==> config.mk <==
export PLATFORM = sky130hd
export DESIGN_NAME = counter_wait_wake_engine
export DESIGN_NICKNAME = d
export VERILOG_FILES = /design/src/design/cwwe_pkg.sv /design/src/design/counter_wait_wake_engine.sv /design/src/design/cwwe_ctrl.sv /design/src/design/cwwe_dpath.sv
export SDC_FILE = /design/constraint.sdc
export NUM_CORES = 2
export LEC_CHECK = 0
export ABC_CLOCK_PERIOD_IN_PS = 12800
export BUFFER_PORTS_ARGS = -buffer_cell sky130_fd_sc_hd__clkbuf_2
export CAP_MARGIN = 20
export CORE_ASPECT_RATIO = 1.5
export CORE_MARGIN = 4
export CORE_UTILIZATION = 40
export CTS_BUF_LIST = sky130_fd_sc_hd__clkbuf_8
export CTS_CLUSTER_SIZE = 14
export DETAILED_ROUTE_END_ITERATION = 10
export SYNTH_ARGS = -nofsm -noshare
export SYNTH_HDL_FRONTEND = slang
export SYNTH_HIERARCHICAL = 1
export SYNTH_SLANG_ARGS = --single-unit
==> constraint.sdc <==
create_clock -name clock -period 12.8 [get_ports clock]
set_input_delay 0.64 -clock clock [delete_from_list [all_inputs] [get_ports clock]]
set_output_delay 0.64 -clock clock [all_outputs]
set_load 0.02 [all_outputs]
==> src/design/cwwe_pkg.sv <==
// shared types, codes and widths for the counter wait/wake engine
// used by cwwe_ctrl, cwwe_dpath and counter_wait_wake_engine; no dependencies

package cwwe_pkg;

   localparam int NUM_COUNTERS_DEF = 16;
   localparam int MAX_WAITERS_DEF  = 8;
   localparam int NUM_FIBERS_DEF   = 64;

   localparam int ACTION_W = 2;
   localparam int CID_W    = 4;
   localparam int FIBER_W  = 6;
   localparam int VAL_W    = 16;
   localparam int STATUS_W = 2;

   localparam logic [VAL_W-1:0] VAL_MAX = '1;

   typedef enum logic [ACTION_W-1:0] {
      ACT_ADD    = 2'd0,
      ACT_SIGNAL = 2'd1,
      ACT_PARK   = 2'd2,
      ACT_NONE   = 2'd3
   } action_type;

   typedef enum logic [STATUS_W-1:0] {
      ST_OK    = 2'd0,
      ST_FULL  = 2'd1,
      ST_UNDER = 2'd2,
      ST_OVER  = 2'd3
   } status_type;

   typedef enum logic [2:0] {
      S_IDLE,
      S_DECIDE,
      S_SCAN_RD,
      S_SCAN_CHK,
      S_FLUSH
   } ctl_state_type;

   typedef struct packed {
      logic load;
      logic decide;
      logic scan_rd;
      logic scan_chk;
      logic flush;
   } ctl_cmd_type;

   typedef struct packed {
      logic scan_go;
      logic chk_stall;
      logic scan_last;
      logic out_free;
   } dp_status_type;

   typedef struct packed {
      logic [FIBER_W-1:0] fiber;
      logic [VAL_W-1:0]   target;
   } waiter_type;

endpackage

==> src/design/counter_wait_wake_engine.sv <==
// Counter wait/wake engine: a table of NUM_COUNTERS job counters, each with an ordered
// list of up to MAX_WAITERS parked fibers kept in a single-port-write, registered-read
// waiter memory. One request is worked at a time. Add, park, signal on an empty list and
// unused or out-of-range requests go through accept, decide and respond; signal on a
// non-empty list adds a memory read step and a compare/compact step per parked entry
// before respond. The final response shows up the cycle after the respond cycle, the same
// cycle the next request can be accepted. Any cycle that loads the response register (the
// second and later woken fibers, and the final response) holds while the previous
// response is still waiting on the response side.
// Counter state needs no clearing pass; a valid bit per counter makes unwritten counters
// read as zero right after reset.
// Depends on cwwe_pkg, cwwe_ctrl and cwwe_dpath.

module counter_wait_wake_engine #(
   parameter int NUM_COUNTERS = cwwe_pkg::NUM_COUNTERS_DEF,
   parameter int MAX_WAITERS  = cwwe_pkg::MAX_WAITERS_DEF,
   parameter int NUM_FIBERS   = cwwe_pkg::NUM_FIBERS_DEF
) (
   input  logic                          clock,
   input  logic                          reset,
   input  logic                          req_valid,
   output logic                          req_ready,
   input  logic [cwwe_pkg::ACTION_W-1:0] req_action,
   input  logic [cwwe_pkg::CID_W-1:0]    req_counter_id,
   input  logic [cwwe_pkg::FIBER_W-1:0]  req_fiber_id,
   input  logic [cwwe_pkg::VAL_W-1:0]    req_target,
   input  logic [cwwe_pkg::VAL_W-1:0]    req_amount,
   output logic                          rsp_valid,
   input  logic                          rsp_ready,
   output logic                          rsp_woke,
   output logic [cwwe_pkg::FIBER_W-1:0]  rsp_ready_fiber,
   output logic [cwwe_pkg::VAL_W-1:0]    rsp_counter_value,
   output logic [cwwe_pkg::STATUS_W-1:0] rsp_status,
   output logic                          rsp_last
);

   cwwe_pkg::ctl_cmd_type   ctl_cmd;
   cwwe_pkg::dp_status_type dp_stat;

   cwwe_ctrl u_ctrl (
      .clock     (clock),
      .reset     (reset),
      .req_valid (req_valid),
      .req_ready (req_ready),
      .dp_stat   (dp_stat),
      .ctl_cmd   (ctl_cmd)
   );

   cwwe_dpath #(
      .NUM_COUNTERS (NUM_COUNTERS),
      .MAX_WAITERS  (MAX_WAITERS),
      .NUM_FIBERS   (NUM_FIBERS)
   ) u_dpath (
      .clock             (clock),
      .reset             (reset),
      .ctl_cmd           (ctl_cmd),
      .dp_stat           (dp_stat),
      .req_action        (req_action),
      .req_counter_id    (req_counter_id),
      .req_fiber_id      (req_fiber_id),
      .req_target        (req_target),
      .req_amount        (req_amount),
      .rsp_valid         (rsp_valid),
      .rsp_ready         (rsp_ready),
      .rsp_woke          (rsp_woke),
      .rsp_ready_fiber   (rsp_ready_fiber),
      .rsp_counter_value (rsp_counter_value),
      .rsp_status        (rsp_status),
      .rsp_last          (rsp_last)
   );

   // a request is worked alone
   a_one_at_a_time: assert property (@(posedge clock) disable iff (reset)
      req_valid && req_ready |=> !req_ready)
      else $error("request accepted while another is in progress");

   a_idle_fiber_zero: assert property (@(posedge clock) disable iff (reset)
      rsp_valid && !rsp_woke |-> rsp_ready_fiber == '0)
      else $error("fiber reported without a wake");

   a_over_saturates: assert property (@(posedge clock) disable iff (reset)
      rsp_valid && rsp_status == cwwe_pkg::ST_OVER |->
      rsp_counter_value == cwwe_pkg::VAL_MAX && rsp_last && !rsp_woke)
      else $error("overflow response without saturated counter");

   a_full_no_wake: assert property (@(posedge clock) disable iff (reset)
      rsp_valid && rsp_status == cwwe_pkg::ST_FULL |-> !rsp_woke && rsp_last)
      else $error("full list response names a fiber");

   a_under_holds_zero: assert property (@(posedge clock) disable iff (reset)
      rsp_valid && rsp_status == cwwe_pkg::ST_UNDER |-> rsp_counter_value == '0)
      else $error("underflow response with nonzero counter");

endmodule

==> src/design/cwwe_ctrl.sv <==
// sequencing state machine for the counter wait/wake engine
// depends on cwwe_pkg; drives cwwe_dpath through command and status structs

module cwwe_ctrl (
   input  logic                    clock,
   input  logic                    reset,
   input  logic                    req_valid,
   output logic                    req_ready,
   input  cwwe_pkg::dp_status_type dp_stat,
   output cwwe_pkg::ctl_cmd_type   ctl_cmd
);

   cwwe_pkg::ctl_state_type state_ff;
   cwwe_pkg::ctl_state_type state_in;

   always_ff @(posedge clock) begin
      if (reset) begin
         state_ff <= cwwe_pkg::S_IDLE;
      end else begin
         state_ff <= state_in;
      end
   end

   always_comb begin
      state_in  = state_ff;
      ctl_cmd   = '0;
      req_ready = 1'b0;
      case (state_ff)
         cwwe_pkg::S_IDLE: begin
            req_ready = 1'b1;
            if (req_valid) begin
               ctl_cmd.load = 1'b1;
               state_in     = cwwe_pkg::S_DECIDE;
            end
         end
         cwwe_pkg::S_DECIDE: begin
            ctl_cmd.decide = 1'b1;
            state_in = dp_stat.scan_go ? cwwe_pkg::S_SCAN_RD : cwwe_pkg::S_FLUSH;
         end
         cwwe_pkg::S_SCAN_RD: begin
            ctl_cmd.scan_rd = 1'b1;
            state_in        = cwwe_pkg::S_SCAN_CHK;
         end
         cwwe_pkg::S_SCAN_CHK: begin
            ctl_cmd.scan_chk = 1'b1;
            if (!dp_stat.chk_stall) begin
               state_in = dp_stat.scan_last ? cwwe_pkg::S_FLUSH : cwwe_pkg::S_SCAN_RD;
            end
         end
         cwwe_pkg::S_FLUSH: begin
            ctl_cmd.flush = 1'b1;
            if (dp_stat.out_free) begin
               state_in = cwwe_pkg::S_IDLE;
            end
         end
         default: begin
            state_in = cwwe_pkg::S_IDLE;
         end
      endcase
   end

endmodule

==> src/design/cwwe_dpath.sv <==
// counter table, waiter list memory, scan registers and result register
// depends on cwwe_pkg; commanded by cwwe_ctrl

module cwwe_dpath #(
   parameter int NUM_COUNTERS = cwwe_pkg::NUM_COUNTERS_DEF,
   parameter int MAX_WAITERS  = cwwe_pkg::MAX_WAITERS_DEF,
   parameter int NUM_FIBERS   = cwwe_pkg::NUM_FIBERS_DEF
) (
   input  logic                                clock,
   input  logic                                reset,
   input  cwwe_pkg::ctl_cmd_type               ctl_cmd,
   output cwwe_pkg::dp_status_type             dp_stat,
   input  logic [cwwe_pkg::ACTION_W-1:0]       req_action,
   input  logic [cwwe_pkg::CID_W-1:0]          req_counter_id,
   input  logic [cwwe_pkg::FIBER_W-1:0]        req_fiber_id,
   input  logic [cwwe_pkg::VAL_W-1:0]          req_target,
   input  logic [cwwe_pkg::VAL_W-1:0]          req_amount,
   output logic                                rsp_valid,
   input  logic                                rsp_ready,
   output logic                                rsp_woke,
   output logic [cwwe_pkg::FIBER_W-1:0]        rsp_ready_fiber,
   output logic [cwwe_pkg::VAL_W-1:0]          rsp_counter_value,
   output logic [cwwe_pkg::STATUS_W-1:0]       rsp_status,
   output logic                                rsp_last
);

   localparam int VAL_W   = cwwe_pkg::VAL_W;
   localparam int FIBER_W = cwwe_pkg::FIBER_W;
   localparam int CID_W   = cwwe_pkg::CID_W;
   localparam int CIDX_W  = (NUM_COUNTERS > 1) ? $clog2(NUM_COUNTERS) : 1;
   localparam int CCMP_W  = ($clog2(NUM_COUNTERS + 1) > CID_W) ?
                            $clog2(NUM_COUNTERS + 1) : CID_W;
   localparam int FCMP_W  = ($clog2(NUM_FIBERS + 1) > FIBER_W) ?
                            $clog2(NUM_FIBERS + 1) : FIBER_W;
   localparam int WCNT_W  = $clog2(MAX_WAITERS + 1);
   localparam int WDEPTH  = NUM_COUNTERS * MAX_WAITERS;
   localparam int WADDR_W = (WDEPTH > 1) ? $clog2(WDEPTH) : 1;
   localparam int CWORD_W = VAL_W + WCNT_W;

   // memories
   logic [CWORD_W-1:0]   cnt_mem [NUM_COUNTERS];
   cwwe_pkg::waiter_type wait_mem [WDEPTH];

   // request registers
   cwwe_pkg::action_type act_ff, act_in;
   logic                 in_range_ff, in_range_in;
   logic                 fib_ok_ff, fib_ok_in;
   logic [FIBER_W-1:0]   fiber_ff, fiber_in;
   logic [VAL_W-1:0]     target_ff, target_in;
   logic [VAL_W-1:0]     amount_ff, amount_in;
   logic [CIDX_W-1:0]    cidx_ff, cidx_in;
   logic [WADDR_W-1:0]   base_ff, base_in;

   // counter lookup
   logic [NUM_COUNTERS-1:0] cvalid_ff, cvalid_in;
   logic                    cvld_rd_ff, cvld_rd_in;
   logic [CWORD_W-1:0]      crd_ff;
   logic [CIDX_W-1:0]       req_cidx;
   logic                    cnt_we;

   // working registers
   logic [VAL_W-1:0]     value_ff, value_in;
   cwwe_pkg::status_type status_ff, status_in;
   logic [WCNT_W-1:0]    cnt_ff, cnt_in;
   logic [WCNT_W-1:0]    n_ff, n_in;
   logic [WCNT_W-1:0]    idx_ff, idx_in;
   logic                 wb_ff, wb_in;
   logic                 pend_valid_ff, pend_valid_in;
   logic [FIBER_W-1:0]   pend_fiber_ff, pend_fiber_in;
   cwwe_pkg::waiter_type wrd_ff;

   // waiter write port
   logic                 wm_we;
   logic [WADDR_W-1:0]   wm_addr;
   cwwe_pkg::waiter_type wm_wdata;

   // result register
   logic                 rsp_valid_ff, rsp_valid_in;
   logic                 rsp_woke_ff, rsp_woke_in;
   logic [FIBER_W-1:0]   rsp_fiber_ff, rsp_fiber_in;
   logic [VAL_W-1:0]     rsp_value_ff, rsp_value_in;
   cwwe_pkg::status_type rsp_status_ff, rsp_status_in;
   logic                 rsp_last_ff, rsp_last_in;

   logic [VAL_W-1:0]  cur_val;
   logic [WCNT_W-1:0] cur_n;
   logic [VAL_W:0]    sum;
   logic              wake;
   logic              out_free;
   logic              emit;
   logic              fin;

   assign req_cidx = CIDX_W'(req_counter_id);
   assign cur_val  = cvld_rd_ff ? crd_ff[CWORD_W-1 -: VAL_W] : '0;
   assign cur_n    = cvld_rd_ff ? crd_ff[WCNT_W-1:0] : '0;
   assign sum      = {1'b0, cur_val} + {1'b0, amount_ff};
   assign wake     = (value_ff <= wrd_ff.target);
   assign out_free = !rsp_valid_ff || rsp_ready;

   assign dp_stat.scan_go   = in_range_ff && (act_ff == cwwe_pkg::ACT_SIGNAL) &&
                              (cur_n != '0);
   assign dp_stat.chk_stall = wake && pend_valid_ff && !out_free;
   assign dp_stat.scan_last = ((idx_ff + WCNT_W'(1)) == n_ff);
   assign dp_stat.out_free  = out_free;

   // request capture
   always_comb begin
      act_in      = act_ff;
      in_range_in = in_range_ff;
      fib_ok_in   = fib_ok_ff;
      fiber_in    = fiber_ff;
      target_in   = target_ff;
      amount_in   = amount_ff;
      cidx_in     = cidx_ff;
      base_in     = base_ff;
      cvld_rd_in  = cvld_rd_ff;
      if (ctl_cmd.load) begin
         act_in      = cwwe_pkg::action_type'(req_action);
         in_range_in = (CCMP_W'(req_counter_id) < CCMP_W'(NUM_COUNTERS));
         fib_ok_in   = (FCMP_W'(req_fiber_id) < FCMP_W'(NUM_FIBERS));
         fiber_in    = req_fiber_id;
         target_in   = req_target;
         amount_in   = req_amount;
         cidx_in     = req_cidx;
         base_in     = WADDR_W'(req_cidx) * WADDR_W'(MAX_WAITERS);
         cvld_rd_in  = in_range_in && cvalid_ff[req_cidx];
      end
   end

   // decide, scan and result
   always_comb begin
      value_in      = value_ff;
      status_in     = status_ff;
      cnt_in        = cnt_ff;
      n_in          = n_ff;
      idx_in        = idx_ff;
      wb_in         = wb_ff;
      pend_valid_in = pend_valid_ff;
      pend_fiber_in = pend_fiber_ff;
      wm_we         = 1'b0;
      wm_addr       = base_ff + WADDR_W'(cnt_ff);
      wm_wdata      = wrd_ff;
      emit          = 1'b0;
      fin           = 1'b0;
      cnt_we        = 1'b0;

      if (ctl_cmd.load) begin
         pend_valid_in = 1'b0;
         wb_in         = 1'b0;
      end

      if (ctl_cmd.decide) begin
         value_in  = cur_val;
         status_in = cwwe_pkg::ST_OK;
         cnt_in    = cur_n;
         n_in      = cur_n;
         idx_in    = '0;
         wb_in     = 1'b0;
         if (!in_range_ff) begin
            value_in = '0;
         end else begin
            case (act_ff)
               cwwe_pkg::ACT_ADD: begin
                  wb_in = 1'b1;
                  if (sum[VAL_W]) begin
                     value_in  = cwwe_pkg::VAL_MAX;
                     status_in = cwwe_pkg::ST_OVER;
                  end else begin
                     value_in = sum[VAL_W-1:0];
                  end
               end
               cwwe_pkg::ACT_SIGNAL: begin
                  wb_in  = 1'b1;
                  cnt_in = '0;
                  if (cur_val == '0) begin
                     status_in = cwwe_pkg::ST_UNDER;
                  end else begin
                     value_in = cur_val - VAL_W'(1);
                  end
               end
               cwwe_pkg::ACT_PARK: begin
                  if (fib_ok_ff) begin
                     if (cur_val <= target_ff) begin
                        pend_valid_in = 1'b1;
                        pend_fiber_in = fiber_ff;
                     end else if (cur_n == WCNT_W'(MAX_WAITERS)) begin
                        status_in = cwwe_pkg::ST_FULL;
                     end else begin
                        wm_we           = 1'b1;
                        wm_addr         = base_ff + WADDR_W'(cur_n);
                        wm_wdata.fiber  = fiber_ff;
                        wm_wdata.target = target_ff;
                        cnt_in          = cur_n + WCNT_W'(1);
                        wb_in           = 1'b1;
                     end
                  end
               end
               cwwe_pkg::ACT_NONE: begin
                  wb_in = 1'b0;
               end
               default: begin
                  wb_in = 1'b0;
               end
            endcase
         end
      end

      if (ctl_cmd.scan_chk && !dp_stat.chk_stall) begin
         idx_in = idx_ff + WCNT_W'(1);
         if (wake) begin
            emit          = pend_valid_ff;
            pend_valid_in = 1'b1;
            pend_fiber_in = wrd_ff.fiber;
         end else begin
            wm_we  = 1'b1;
            cnt_in = cnt_ff + WCNT_W'(1);
         end
      end

      if (ctl_cmd.flush && out_free) begin
         emit   = 1'b1;
         fin    = 1'b1;
         cnt_we = wb_ff;
      end
   end

   // result register
   always_comb begin
      rsp_woke_in   = rsp_woke_ff;
      rsp_fiber_in  = rsp_fiber_ff;
      rsp_value_in  = rsp_value_ff;
      rsp_status_in = rsp_status_ff;
      rsp_last_in   = rsp_last_ff;
      rsp_valid_in  = rsp_valid_ff && !rsp_ready;
      if (emit) begin
         rsp_valid_in  = 1'b1;
         rsp_woke_in   = fin ? pend_valid_ff : 1'b1;
         rsp_fiber_in  = pend_valid_ff ? pend_fiber_ff : '0;
         rsp_value_in  = value_ff;
         rsp_status_in = status_ff;
         rsp_last_in   = fin;
      end
   end

   always_comb begin
      cvalid_in = cvalid_ff;
      if (cnt_we) begin
         cvalid_in[cidx_ff] = 1'b1;
      end
   end

   always_ff @(posedge clock) begin
      if (reset) begin
         rsp_valid_ff  <= 1'b0;
         cvalid_ff     <= '0;
         pend_valid_ff <= 1'b0;
         cvld_rd_ff    <= 1'b0;
      end else begin
         rsp_valid_ff  <= rsp_valid_in;
         cvalid_ff     <= cvalid_in;
         pend_valid_ff <= pend_valid_in;
         cvld_rd_ff    <= cvld_rd_in;
      end
   end

   always_ff @(posedge clock) begin
      act_ff        <= act_in;
      in_range_ff   <= in_range_in;
      fib_ok_ff     <= fib_ok_in;
      fiber_ff      <= fiber_in;
      target_ff     <= target_in;
      amount_ff     <= amount_in;
      cidx_ff       <= cidx_in;
      base_ff       <= base_in;
      value_ff      <= value_in;
      status_ff     <= status_in;
      cnt_ff        <= cnt_in;
      n_ff          <= n_in;
      idx_ff        <= idx_in;
      wb_ff         <= wb_in;
      pend_fiber_ff <= pend_fiber_in;
      rsp_woke_ff   <= rsp_woke_in;
      rsp_fiber_ff  <= rsp_fiber_in;
      rsp_value_ff  <= rsp_value_in;
      rsp_status_ff <= rsp_status_in;
      rsp_last_ff   <= rsp_last_in;
   end

   // counter table
   always_ff @(posedge clock) begin
      if (ctl_cmd.load) begin
         crd_ff <= cnt_mem[req_cidx];
      end
      if (cnt_we) begin
         cnt_mem[cidx_ff] <= {value_ff, cnt_ff};
      end
   end

   // waiter lists
   always_ff @(posedge clock) begin
      if (ctl_cmd.scan_rd) begin
         wrd_ff <= wait_mem[base_ff + WADDR_W'(idx_ff)];
      end
      if (wm_we) begin
         wait_mem[wm_addr] <= wm_wdata;
      end
   end

   assign rsp_valid         = rsp_valid_ff;
   assign rsp_woke          = rsp_woke_ff;
   assign rsp_ready_fiber   = rsp_fiber_ff;
   assign rsp_counter_value = rsp_value_ff;
   assign rsp_status        = rsp_status_ff;
   assign rsp_last          = rsp_last_ff;

endmodule

==> qor.txt <==
outcome: finished clean
headroom to the max-slew limit: 23.83%
Setup WS post-layout: 6580 ps
VDD IR max: 0.08204 mV
mapped cell area: 129200 sq um
RSZ-0062 raised after global routing: no
CP cell instances: nand2_1, inv_1, ha_1, nor2b_1, o21a_1, a211o_1, a2111oi_4, nor2_4, buf_4, o31a_2, buf_4, nor3_4, buf_4
Max stage delay on crit path: 1070 ps
post-CTS sizing: 0
Final Hold Vio Count: 0
initial drt markers: 7170
Post-synth EDFFs: 3275
critical path endpoint category: register
Leak Pwr: 0.04607 uW
H-Tree Depth: 5
gpl congestion: 0.8826
Remaining DRCs: 0
Chip Width: 472.1 um
fin crit period: 6220 ps
#FFs+latches synth: 3307
antenna violations before repair: 34
Design Power: 20410 uW
layout cells sized above 1: 32.31%
setup TNS: 0 ps
Worst R2R Setup Slack: 6580 ps
most used cell, CP: buf_4
cts hold-fix bufs: 40
Hold Path Class: in2reg
TritonCTS clock tree: done
root buf cell: clkbuf_8
chip height: 704.1 um
startpoint types: register
clk sinks: 3307
vias in the first global route: 65580
maxcap violations: 0
maximum achievable frequency: 160.8 MHz
fin crit share: 48.59%
Netlist cell types: 78
Slew @ Worst Pin: 1141 ps
Final Setup Violations: 0
CP required: 13440 ps
Total GRT Usage: 20.78%
largest net degree at the start of global routing: 127
Core Box Area: 321600 sq um
row count: 255
Syn-to-layout area delta: 13.16%
crit path DAT: 6860 ps
Top Ports: 76
Routed WL per cell: 32.04 um
Final Skew: 125.5 ps
worst skew pair latency: 1090 ps
crit-path leading delay family: compound AO/OA/AOI/OAI gates
syn_area_per_cell: 22.70 sq um
crit path kind: reg2reg
Starting Density: 40.17%
1st-pass router iterations: 8
Synth Flop Type: edfxtp_1
first-pass GRT wire length: 494000 um
vias: 63080
Post-Syn Instances: 5692
Crit Path Max Fanout: 32
post-DP HPWL: 201000 um
nets: 6358
sequential fraction of the synthesis area: 76.61%
DRT Wirelength: 349300 um
slowest CP cell: dfxtp_1
number of post-CTS setup repair buffers: 0
Clock transition at path regs: 60 ps
yosys warns: 6
placed inst area: 136900 sq um
Vias/cell: 5.787
worst path bufs/invs: 4
grt total ovfl: 0
post-synth net total: 5804
Finished Cell Area: 146200 sq um
total CTS buffers: 464
fillers: 26800
Port Buffer Count: 75
Slew Limit Fails: 0
Power Dens Cells: 139.6 nW/um^2
Clock Path Buffers: 4
dpl ws: 6546 ps
Die ar.: 332400 sq um
async set or reset register ratio after synthesis: 0%
post-route ant nets: 0
## path summary, 6_finish.rpt
kind                                      startpoint                       end  depth (start not counted)
worst max-delay path              u_dpath/cvld_rd_ff  u_dpath/wait_mem[13][14]                         13
worst min-delay path                 req_fiber_id[1]       u_dpath/fiber_ff[1]                          1
worst max register to register    u_dpath/cvld_rd_ff  u_dpath/wait_mem[13][14]                         13
worst min register to register  u_dpath/status_ff[0]     u_dpath/rsp_status[0]                          0
## state kept, by name, summed over array words and instances, names as in the netlist, 2 cells and up
name,flops
u_dpath/act_ff,2
u_dpath/value_ff,16
u_dpath/crd_ff,20
u_dpath/wrd_ff,22
u_dpath/n_ff,4
u_dpath/cnt_ff,4
u_dpath/status_ff,2
u_dpath/cvalid_ff,16
u_dpath/rsp_counter_value,16
u_dpath/wait_mem,2816
u_dpath/target_ff,16
u_dpath/rsp_status,2
u_dpath/amount_ff,16
u_dpath/rsp_ready_fiber,6
u_dpath/cnt_mem,320
u_dpath/cidx_ff,4
u_dpath/idx_ff,4
u_dpath/fiber_ff,6
u_dpath/pend_fiber_ff,6
u_ctrl/state_ff,3
## power by group
part / internal [uW] / switching, uW / leakage [uW] / total (uW)
Clock: 3790 / 3970 / 0.00492 / 7760
Combinational: 324 / 496 / 0.0115 / 820
Sequential: 11800 / 50.0 / 0.0297 / 11800
## Yosys cell counts (7+ instances only)
| library cell | n | area, sq um |
|---|---|---|
| o21ai_0 | 47 | 235.2 |
| xnor2_1 | 16 | 140.1 |
| and2_1 | 15 | 93.84 |
| nand3b_1 | 7 | 52.55 |
| and3_1 | 8 | 50.05 |
| a21oi_1 | 44 | 220.2 |
| buf_1 | 50 | 187.7 |
| nand4_1 | 11 | 68.82 |
| a21o_1 | 7 | 52.55 |
| and4_1 | 23 | 201.4 |
| edfxtp_1 | 3275 | 98340 |
| a211oi_1 | 7 | 52.55 |
| inv_1 | 65 | 244.0 |
| ha_1 | 63 | 788.3 |
| buf_2 | 73 | 365.4 |
| nor3_2 | 59 | 590.6 |
| buf_6 | 13 | 146.4 |
| nor2_1 | 85 | 319.1 |
| buf_4 | 7 | 52.55 |
| mux4_2 | 985 | 22180 |
| xor2_1 | 9 | 78.83 |
| mux2_2 | 12 | 135.1 |
| dfxtp_1 | 32 | 640.6 |
| nor4_1 | 20 | 125.1 |
| nand2b_1 | 13 | 81.33 |
| o21a_1 | 7 | 52.55 |
| nand2_1 | 267 | 1002 |
| a31oi_1 | 10 | 62.56 |
| nand3_1 | 114 | 570.6 |
| clkbuf_1 | 159 | 596.8 |
| nor3_1 | 80 | 400.4 |
| o211ai_1 | 9 | 67.56 |
| nor2b_1 | 10 | 62.56 |
## cell families after synthesis
| family | count (synthesis) | synth area share (%) |
|---|---|---|
| DFF | 3307 | 76.61 |
| buffers and inverters | 367 | 1.233 |
| and+or+nand+nor | 735 | 2.941 |
| muxes | 1002 | 17.31 |
| AOI/OAI and AO/OA | 191 | 1.100 |
| adders and majority gates | 65 | 0.6333 |
| xor gates and xnor gates | 25 | 0.1695 |
## metal layers
layer	track usage, %	vias up	wire length [um]
li1	-	25350	-
met1	25.46	34310	126000
met2	36.04	2746	182300
met3	3.833	653	24970
met4	9.107	16	15910
met5	0	-	115
## through the flow
stage               utilization (%)  std cells  hold slack, ps
finish                        45.46      10900           92.02
global route                  45.46      10900           56.71
CTS                           45.35      10860           1.186
floorplan                         -       5692           400.3
global placement              42.54       9964           417.9
detailed placement            42.56       9967           417.7
## cell usage in the layout, fill, tap and decap left out, types with 9 or more instances in the layout
cell type and n:
nand2_1 260, a21oi_1 44, nor3_1 18, nor4_2 12, nor2_1 69, ha_1 62
buf_4 251, nor2b_1 10, nand4_1 11, dlygate4sd3_1 40, and2_1 14, bufinv_16 17
o21ai_4 15, nor3_4 60, nand3_1 114, clkinv_2 77, mux2_2 12, clkbuf_2 73
diode_2 32, nor2_2 13, nand2b_1 13, o211ai_1 9, dfxtp_1 32, nor3_2 62
xnor2_1 15, buf_12 19, edfxtp_1 3275, o21ai_0 32, mux4_2 985, clkbuf_8 473
inv_1 197, clkinv_1 130, and4_1 23
## layout make-up
cell class / instances / area [sq um] / share of cell area (%)
inverters: 65 / 244.0 / 0.1669
multi-input cells: 2018 / 29810 / 20.39
repair buffers: 390 / 3207 / 2.193
clock buffers: 473 / 6510 / 4.452
flip-flops and latches: 3307 / 98980 / 67.70
clock inverters: 376 / 2074 / 1.419
diodes: 32 / 80.08 / 0.05477
well taps: 4240 / 5305 / 3.628
Power figures use the tool's default switching activity.
